`src/rtl/pre_pkg.sv`:
```
`default_nettype none
// ----------------------------------------------------------------------------
// pre_pkg: shared types and constants
// Sizes, policy codes, controller states and the command/status structs.
// ----------------------------------------------------------------------------
package pre_pkg;
    localparam int FRAMES    = 16;
    localparam int PAGE_BITS = 16;
    localparam int AGE_BITS  = 16;
    localparam int FIDX_BITS = (FRAMES > 1) ? $clog2(FRAMES) : 1;
    localparam int CNT_BITS  = $clog2(FRAMES + 1);

    localparam logic [1:0] POL_LRU   = 2'd0;
    localparam logic [1:0] POL_FIFO  = 2'd1;
    localparam logic [1:0] POL_CLOCK = 2'd2;

    localparam logic CFG_POLICY = 1'b0;
    localparam logic CFG_FRAMES = 1'b1;

    typedef enum logic [2:0] {
        ST_IDLE,
        ST_LOOKUP,
        ST_SWEEP,
        ST_COMMIT,
        ST_OUT
    } t_state;

    typedef struct packed {
        logic load;
        logic lookup;
        logic sweep;
        logic commit;
    } t_cmd;

    typedef struct packed {
        logic hit;
        logic has_empty;
        logic sweep_done;
    } t_status;
endpackage
`default_nettype wire

```
`src/rtl/pre_ctrl.sv`:
```
`default_nettype none
// ----------------------------------------------------------------------------
// pre_ctrl: reference sequencer
// Steps one reference through lookup, optional clock sweep, commit, output.
// ----------------------------------------------------------------------------
module pre_ctrl (
    input  wire             i_clk,
    input  wire             i_rst_n,
    input  wire             i_in_valid,
    input  wire             i_out_ready,
    input  wire [1:0]       i_policy,
    input  pre_pkg::t_status i_status,
    output logic            o_in_ready,
    output logic            o_out_valid,
    output pre_pkg::t_cmd   o_cmd
);
    pre_pkg::t_state r_state, n_state;

    always_ff @(posedge i_clk) begin
        if (!i_rst_n) begin
            r_state <= pre_pkg::ST_IDLE;
        end else begin
            r_state <= n_state;
        end
    end

    always_comb begin
        n_state = r_state;
        case (r_state)
            pre_pkg::ST_IDLE: begin
                if (i_in_valid) n_state = pre_pkg::ST_LOOKUP;
            end
            pre_pkg::ST_LOOKUP: begin
                if (!i_status.hit && !i_status.has_empty && i_policy == pre_pkg::POL_CLOCK)
                    n_state = pre_pkg::ST_SWEEP;
                else
                    n_state = pre_pkg::ST_COMMIT;
            end
            pre_pkg::ST_SWEEP: begin
                if (i_status.sweep_done) n_state = pre_pkg::ST_COMMIT;
            end
            pre_pkg::ST_COMMIT: n_state = pre_pkg::ST_OUT;
            pre_pkg::ST_OUT: begin
                // result register is free once taken; accept next beat right away
                if (i_out_ready) n_state = i_in_valid ? pre_pkg::ST_LOOKUP : pre_pkg::ST_IDLE;
            end
            default: n_state = pre_pkg::ST_IDLE;
        endcase
    end

    always_comb begin
        o_cmd       = '0;
        o_in_ready  = 1'b0;
        o_out_valid = 1'b0;
        case (r_state)
            pre_pkg::ST_IDLE: begin
                o_in_ready = 1'b1;
                o_cmd.load = i_in_valid;
            end
            pre_pkg::ST_LOOKUP: o_cmd.lookup = 1'b1;
            pre_pkg::ST_SWEEP:  o_cmd.sweep  = 1'b1;
            pre_pkg::ST_COMMIT: o_cmd.commit = 1'b1;
            pre_pkg::ST_OUT: begin
                o_out_valid = 1'b1;
                o_in_ready  = i_out_ready;
                o_cmd.load  = i_out_ready && i_in_valid;
            end
            default: ;
        endcase
    end
endmodule
`default_nettype wire

```
`src/rtl/pre_dp.sv`:
```
`default_nettype none
// ----------------------------------------------------------------------------
// pre_dp: frame table datapath
// Tags, valid bits, ages, reference bits, pointers and the result register.
// ----------------------------------------------------------------------------
module pre_dp (
    input  wire                          i_clk,
    input  wire                          i_rst_n,
    input  wire                          i_cfg_we,
    input  wire                          i_cfg_idx,
    input  wire [4:0]                    i_cfg_data,
    input  wire [pre_pkg::PAGE_BITS-1:0] i_page,
    input  pre_pkg::t_cmd                i_cmd,
    output pre_pkg::t_status             o_status,
    output logic [1:0]                   o_policy,
    output logic [23:0]                  o_result
);
    localparam int FB = pre_pkg::FIDX_BITS;
    localparam int CB = pre_pkg::CNT_BITS;
    localparam logic [pre_pkg::AGE_BITS-1:0] AGE_MAX = '1;

    logic [pre_pkg::PAGE_BITS-1:0] r_tag [pre_pkg::FRAMES];
    logic [pre_pkg::FRAMES-1:0]    r_valid, r_refb;
    logic [pre_pkg::AGE_BITS-1:0]  r_age [pre_pkg::FRAMES];
    logic [FB-1:0]  r_fifo, r_hand, r_fr, r_h;
    logic [CB-1:0]  r_filled;
    logic [1:0]     r_policy;
    logic [4:0]     r_nfr;
    logic [pre_pkg::PAGE_BITS-1:0] r_page;
    logic           r_hit, r_empty;
    logic [FB-1:0]  r_n1;   // active frames minus one
    logic [23:0]    r_result;

    logic [CB-1:0] w_n;
    logic [FB-1:0] w_hit_fr, w_emp_fr, w_lru_fr;
    logic          w_hit, w_emp;
    logic [pre_pkg::AGE_BITS-1:0] w_tage [pre_pkg::FRAMES];
    logic [FB-1:0]                w_tidx [pre_pkg::FRAMES];
    logic [pre_pkg::FRAMES-1:0]   w_tok;

    assign w_n = (r_nfr == 5'd0) ? CB'(1) :
                 ({27'd0, r_nfr} > 32'(pre_pkg::FRAMES)) ? CB'(pre_pkg::FRAMES) : CB'(r_nfr);

    always_comb begin
        w_hit = 1'b0; w_hit_fr = '0;
        w_emp = 1'b0; w_emp_fr = '0;
        for (int i = 0; i < pre_pkg::FRAMES; i++) begin
            if (CB'(i) < w_n) begin
                if (r_valid[i] && r_tag[i] == r_page) begin
                    w_hit = 1'b1; w_hit_fr = FB'(i);
                end
            end
        end
        for (int i = pre_pkg::FRAMES - 1; i >= 0; i--) begin
            if (CB'(i) < w_n && !r_valid[i]) begin
                w_emp = 1'b1; w_emp_fr = FB'(i);
            end
        end
    end

    // oldest active frame by a compare tree; the upper half wins ties
    always_comb begin
        for (int i = 0; i < pre_pkg::FRAMES; i++) begin
            w_tage[i] = r_age[i];
            w_tidx[i] = FB'(i);
            w_tok[i]  = CB'(i) < w_n;
        end
        for (int s = 1; s < pre_pkg::FRAMES; s = s * 2) begin
            for (int i = 0; i + s < pre_pkg::FRAMES; i = i + 2 * s) begin
                if (w_tok[i+s] && (!w_tok[i] || w_tage[i+s] >= w_tage[i])) begin
                    w_tage[i] = w_tage[i+s];
                    w_tidx[i] = w_tidx[i+s];
                    w_tok[i]  = 1'b1;
                end
            end
        end
        w_lru_fr = w_tidx[0];
    end

    function automatic logic [FB-1:0] f_next(input logic [FB-1:0] i, input logic [FB-1:0] n1);
        f_next = (i >= n1) ? '0 : i + FB'(1);
    endfunction

    assign o_status.hit        = w_hit;
    assign o_status.has_empty  = w_emp;
    assign o_status.sweep_done = !r_refb[r_h];
    assign o_policy = r_policy;
    assign o_result = r_result;

    always_ff @(posedge i_clk) begin
        if (!i_rst_n) begin
            r_valid  <= '0;
            r_refb   <= '0;
            r_fifo   <= '0;
            r_hand   <= '0;
            r_filled <= '0;
            r_policy <= pre_pkg::POL_LRU;
            r_nfr    <= 5'd16;
            for (int i = 0; i < pre_pkg::FRAMES; i++) r_age[i] <= '0;
        end else begin
            if (i_cfg_we) begin
                if (i_cfg_idx == pre_pkg::CFG_POLICY) r_policy <= i_cfg_data[1:0];
                else r_nfr <= i_cfg_data;
            end
            if (i_cmd.load) r_page <= i_page;
            if (i_cmd.lookup) begin
                r_n1    <= FB'(w_n - CB'(1));
                r_hit   <= w_hit;
                r_empty <= w_emp;
                r_h     <= ({{(32-FB){1'b0}}, r_hand} < 32'(w_n)) ? r_hand : '0;
                if (w_hit)      r_fr <= w_hit_fr;
                else if (w_emp) r_fr <= w_emp_fr;
                else if (r_policy == pre_pkg::POL_FIFO)
                    r_fr <= ({{(32-FB){1'b0}}, r_fifo} < 32'(w_n)) ? r_fifo : '0;
                else r_fr <= w_lru_fr;
            end
            if (i_cmd.sweep) begin
                // second chance: clear set bit and step; stop on a clear bit
                if (r_refb[r_h]) begin
                    r_refb[r_h] <= 1'b0;
                    r_h <= f_next(r_h, r_n1);
                end else begin
                    r_fr <= r_h;
                end
            end
            if (i_cmd.commit) begin
                r_result <= {1'b0,
                             (!r_hit && !r_empty) ? 16'(r_tag[r_fr]) : 16'd0,
                             !r_hit && !r_empty,
                             !r_hit && r_empty,
                             4'(r_fr),
                             r_hit};
                for (int i = 0; i < pre_pkg::FRAMES; i++) begin
                    if (FB'(i) == r_fr)
                        r_age[i] <= '0;
                    else if ({{(32-FB){1'b0}}, FB'(i)} <= {{(32-FB){1'b0}}, r_n1}
                             && r_valid[i] && r_age[i] != AGE_MAX)
                        r_age[i] <= r_age[i] + pre_pkg::AGE_BITS'(1);
                end
                r_refb[r_fr] <= 1'b1;
                if (!r_hit) begin
                    r_tag[r_fr] <= r_page;
                    if (r_empty) begin
                        r_valid[r_fr] <= 1'b1;
                        if (r_filled != CB'(pre_pkg::FRAMES)) r_filled <= r_filled + CB'(1);
                        r_hand <= f_next(r_fr, r_n1);
                    end else if (r_policy == pre_pkg::POL_FIFO) begin
                        r_fifo <= f_next(r_fr, r_n1);
                    end else if (r_policy == pre_pkg::POL_CLOCK) begin
                        r_hand <= f_next(r_fr, r_n1);
                    end
                end
            end
        end
    end
endmodule
`default_nettype wire

```
`src/rtl/page_replacement_engine.sv`:
```
`default_nettype none
// ----------------------------------------------------------------------------
// page_replacement_engine: LRU / FIFO / CLOCK page replacement
// Fully associative frame table with selectable victim policy.
// ----------------------------------------------------------------------------
// One reference at a time. A reference passes from accept through lookup, commit and
// the output register; a CLOCK eviction adds a second-chance sweep over the frames
// before commit. The next beat is accepted in the cycle the result is taken.
module page_replacement_engine (
    input  wire         i_clk,
    input  wire         i_rst_n,
    input  wire         i_cfg_we,
    input  wire         i_cfg_idx,
    input  wire  [4:0]  i_cfg_data,
    input  wire         s_axis_tvalid,
    output logic        s_axis_tready,
    input  wire  [15:0] s_axis_tdata,   // [15:0] page
    output logic        m_axis_tvalid,
    input  wire         m_axis_tready,
    output logic [23:0] m_axis_tdata    // hit, frame[4:1], filled_empty, evicted_valid,
                                        // evicted_page[22:7], pad
);
    pre_pkg::t_cmd    w_cmd;
    pre_pkg::t_status w_status;
    logic [1:0]       w_policy;

    pre_ctrl u_ctrl (
        .i_clk(i_clk), .i_rst_n(i_rst_n),
        .i_in_valid(s_axis_tvalid), .i_out_ready(m_axis_tready),
        .i_policy(w_policy), .i_status(w_status),
        .o_in_ready(s_axis_tready), .o_out_valid(m_axis_tvalid), .o_cmd(w_cmd)
    );

    pre_dp u_dp (
        .i_clk(i_clk), .i_rst_n(i_rst_n),
        .i_cfg_we(i_cfg_we), .i_cfg_idx(i_cfg_idx), .i_cfg_data(i_cfg_data),
        .i_page(s_axis_tdata[pre_pkg::PAGE_BITS-1:0]), .i_cmd(w_cmd),
        .o_status(w_status), .o_policy(w_policy), .o_result(m_axis_tdata)
    );

`ifndef SYNTH
    a_no_accept_busy: assert property (@(posedge i_clk) disable iff (!i_rst_n)
        w_cmd.sweep |-> !s_axis_tready) else $error("accept during sweep");
    a_commit_then_out: assert property (@(posedge i_clk) disable iff (!i_rst_n)
        w_cmd.commit |=> m_axis_tvalid) else $error("no result after commit");
    a_hit_no_evict: assert property (@(posedge i_clk) disable iff (!i_rst_n)
        m_axis_tvalid && m_axis_tdata[0] |-> !m_axis_tdata[5] && !m_axis_tdata[6])
        else $error("hit with fill or eviction");
`endif
endmodule
`default_nettype wire

```
`config.mk`:
```
export PLATFORM = sky130hd
export DESIGN_NAME = page_replacement_engine
export DESIGN_NICKNAME = d
export VERILOG_FILES = /design/src/rtl/pre_pkg.sv /design/src/rtl/pre_ctrl.sv /design/src/rtl/pre_dp.sv /design/src/rtl/page_replacement_engine.sv
export SDC_FILE = /design/constraint.sdc
export NUM_CORES = 2
export LEC_CHECK = 0
export BUFFER_PORTS_ARGS = -buffer_cell sky130_fd_sc_hd__buf_2
export CORE_ASPECT_RATIO = 0.7
export CORE_MARGIN = 4
export CORE_UTILIZATION = 50
export DETAILED_ROUTE_END_ITERATION = 6
export PLACE_DENSITY_LB_ADDON = 0.12
export SLEW_MARGIN = 5
export SYNTH_ARGS = -nofsm -noshare
export SYNTH_HDL_FRONTEND = slang
export SYNTH_SLANG_ARGS = --single-unit
```
`constraint.sdc`:
```
create_clock -name i_clk -period 15.5 [get_ports i_clk]
set_input_delay 0.775 -clock i_clk [delete_from_list [all_inputs] [get_ports i_clk]]
set_output_delay 0.775 -clock i_clk [all_outputs]
set_load 0.05 [all_outputs]
```
==> metrics.md <==
| Metric | Value |
|---|---|
| Status | `finished, final reports clean` |
| Final setup viols | `0` |
| Combinational Power Share | `28.2%` |
| Hold path start | `s_axis_tdata[0]` |
| Flops & latches, synth | `615` |
| Share of power burned in registers | `39.2%` |
| Final Hold Fails | `0` |
| P_leak | `15.9 nW` |
| Arrival time at the worst endpoint | `10.36 ns` |
| IO Port Bufs | `51` |
| Hold-fix buffers at CTS | `0` |
| CP required | `15.86 ns` |
| First DRT Iteration DRCs | `3075` |
| Crit path time final | `10.0 ns` |
| Vias in the first global route | `26.4k` |
| Max cap viols | `0` |
| Final Cycle Share | `64.5%` |
| P per Cell Area | `115 mW/mm²` |
| Hold WC Path Type | `in2reg` |
| Pint | `3.33 mW` |
| Setup tns final | `0 ns` |
| Ranking of synthesized cells by area | `edfxtp_1, ha_1, xnor2_1` |
| Gp weighted congestion | `0.972` |
| NumNets Final | `3984` |
| Die Height | `244 µm` |
| CP max FO | `33` |
| Mean Syn Cell Area | `10.9 µm²` |
| CTS Buffer Depth | `3` |
| Initial antenna violation count | `8` |
| # rows | `86` |
| Congestion Overflow GR | `0` |
| Synthesis Warnings | `0` |
| Clock power share | `32.6%` |
| Switching Power | `1.63 mW` |
| Worst Setup SP | `u_dp.r_age[1][18]` |
| Clk sinks | `615` |
| Crit Reg-Reg Startpoint | `u_dp.r_age[1][18]` |
| Met1 WL | `55900 µm` |
| Dpl cells | `4664` |
| Post-synth top area cell | `edfxtp_1` |
| Final core occ | `54.7%` |
| Worst Skew | `0.0290 ns` |
| Num CTS Buffers | `68` |
| Hold Slack | `0.322 ns` |
| Post-synth ARST share | `0%` |
| Post-CTS Setup Bufs | `0` |
| CTS tree | `done` |
| Most frequently used flop master after synthesis | `edfxtp_1` |
| Netlist cell types | `94` |
| DP HPWL | `86800 µm` |
| Die W | `344 µm` |
| Uppermost layer routed | `met5` |
| Achievable Freq | `100 MHz` |
| Synth top area share | `42.8%` |
| Routed via count | `28.4k` |
| RSZ-0062 raised after global routing | `no` |
| Routed WL | `114000 µm` |
| CTS clk-pin slew, worst paths | `0.06 ns` |
| Mapped Area | `0.0396 mm²` |
| Critical path class | `reg2reg` |
| Io pins | `53` |
| Slew @ Worst Pin | `1.20 ns` |
| Mean routed wirelength per cell | `23.8 µm` |
| Largest net degree at the start of global routing | `72` |
| DRT antenna net count | `0` |
| Synthesized net count | `3957` |
| Routed wl met3 | `15100 µm` |
| Vias per cell | `5.92` |
| EDFF count, synth | `565` |
| Clk_lat worst skew | `0.63 ns` |
| Seq/Total Area, Yosys | `45.3%` |
| Core area | `0.0787 mm²` |
| Total Routing Usage GR | `26.8%` |
| Crit path max-delay cell type | `o21ai_2` |
| Sw frac | `32.8%` |
| Global-route wire length before repair | `169000 µm` |
| Share of layout cells above drive strength 1 | `10.4%` |
| Final Slew Violations | `0` |
| Worst setup SP type | `register` |
| Drt drc | `0` |
| Root Buffer | `clkbuf_16` |
| Relative slew slack | `19.8%` |
| Max VDD drop | `99.4 µV` |
| CP endpoint kind | `register` |
| Synthesis-to-finish area growth | `8.48%` |
| Syn Inst Count | `3651` |
| Slowest stage delay, CP | `0.93 ns` |
| Fin cells | `4789` |
| # resized after CTS | `0` |
| H-tree Lvls | `3` |
| Total Power | `4.95 mW` |
| Met2 WL | `40100 µm` |
| Initial DRT Pass Iterations | `7` |
| Initial Utilization | `50.4%` |
| Die area | `0.0839 mm²` |
[per-layer routing]
layer	track usage, %	vias up
met5	3.65	-
met2	31.6	1156
li1	-	13340
met4	5.67	14
met1	43.3	13707
met3	11.9	141
[power by group through the flow]
stage / Combinational [mW] / Sequential, mW / Clock, mW
3_5_place_dp: 1.36 / 1.97 / 0
4_1_cts: 1.37 / 1.94 / 1.65
2_1_floorplan: 0.960 / 1.96 / 0
3_3_place_gp: 1.36 / 1.97 / 0
5_1_grt: 1.51 / 1.95 / 1.71
6_report: 1.40 / 1.94 / 1.61
[per-stage QoR]
stage               worst slack, ns  cell area, µm²
CTS                            5.56           43000
global route                   4.73           43000
finish                         5.50           43000
global placement               5.64           40800
detailed placement             5.60           40800
floorplan                      7.47           39600
[layout by cell type (no fill, tap or decap), drive strengths merged, types with 33 or more instances in the layout]
master and count:
mux2i 96, nand4 96, mux4 85, dfxtp 50, xor2 135, o21a 40
nand2 234, inv 217, and2 33, mux2 46, nand3 183, a21oi 165
nor3 66, edfxtp 565, xnor2 346, and3 55, ha 279, a21o 50
nor2 420, buf 101, clkbuf 85, o21ai 80
[final timing paths]
kind | end | slack [ns] | depth (start not counted)
worst min register to register | u_dp.r_refb[6] | 0.45 | 2
worst max-delay path | u_dp.r_fr[3] | 5.50 | 30
worst max register to register | u_dp.r_fr[3] | 5.50 | 30
worst min-delay path | u_dp.r_page[0] | 0.32 | 1
[worst max-delay path, delay by kind of cell, from the launching register on]
| family | cells | cell delay, ns |
|---|---|---|
| AO/OA/AOI/OAI | 20 | 6.63 |
| adder cells (fa/ha/maj) | 4 | 1.37 |
| multiplexers | 1 | 0.63 |
| AND/OR/NAND/NOR | 5 | 0.61 |
| flip-flops | 1 | 0.50 |
[sequential cells by signal, indices dropped and copies added (netlist names), 3 cells and up]
name and flops:
u_ctrl.r_state 3, u_dp.o_result 23, u_dp.r_age 256, u_dp.r_fifo 4
u_dp.r_fr 4, u_dp.r_h 4, u_dp.r_hand 4, u_dp.r_n1 4
u_dp.r_nfr 5, u_dp.r_page 16, u_dp.r_refb 16, u_dp.r_tag 256
u_dp.r_valid 16
[cell usage after synthesis, types with 50 or more instances]
cell and instances:
nand2_1 233, mux4_2 85, xnor2_1 346, nor3_1 63, inv_1 214, a21oi_1 154, and3_1 54, edfxtp_1 565
o21ai_0 76, ha_1 279, dfxtp_1 50, mux2i_1 96, a21o_1 50, clkbuf_1 69, nand3_1 183, nor2_1 416
nand4_1 95, xor2_1 135
[logic make-up (layout without fill, tap and decap cells)]
family | Yosys count | count (layout) | share of synthesized area, %
simple gates | 1210 | 1210 | 14.6
flops | 615 | 615 | 45.3
xor+xnor | 481 | 481 | 10.6
compound gates | 479 | 479 | 8.07
buf+inv | 359 | 437 | 4.02
fa+ha+maj | 279 | 279 | 8.81
mux | 227 | 227 | 8.56
other cells | 1 | 5 | 0.00946
[area by class of cell]
class | instances | area [µm²]
Clock inverter | 36 | 337
Clock buffer | 85 | 1820
Multi-Input combinational cell | 2677 | 20100
Inverter | 215 | 807
Antenna cell | 4 | 10.0
Timing Repair Buffer | 101 | 631
Sequential cell | 615 | 18000
Fill cell | 6854 | 35700
Tap cell | 1056 | 1320
Note: power is estimated with default switching activity, not from simulation.
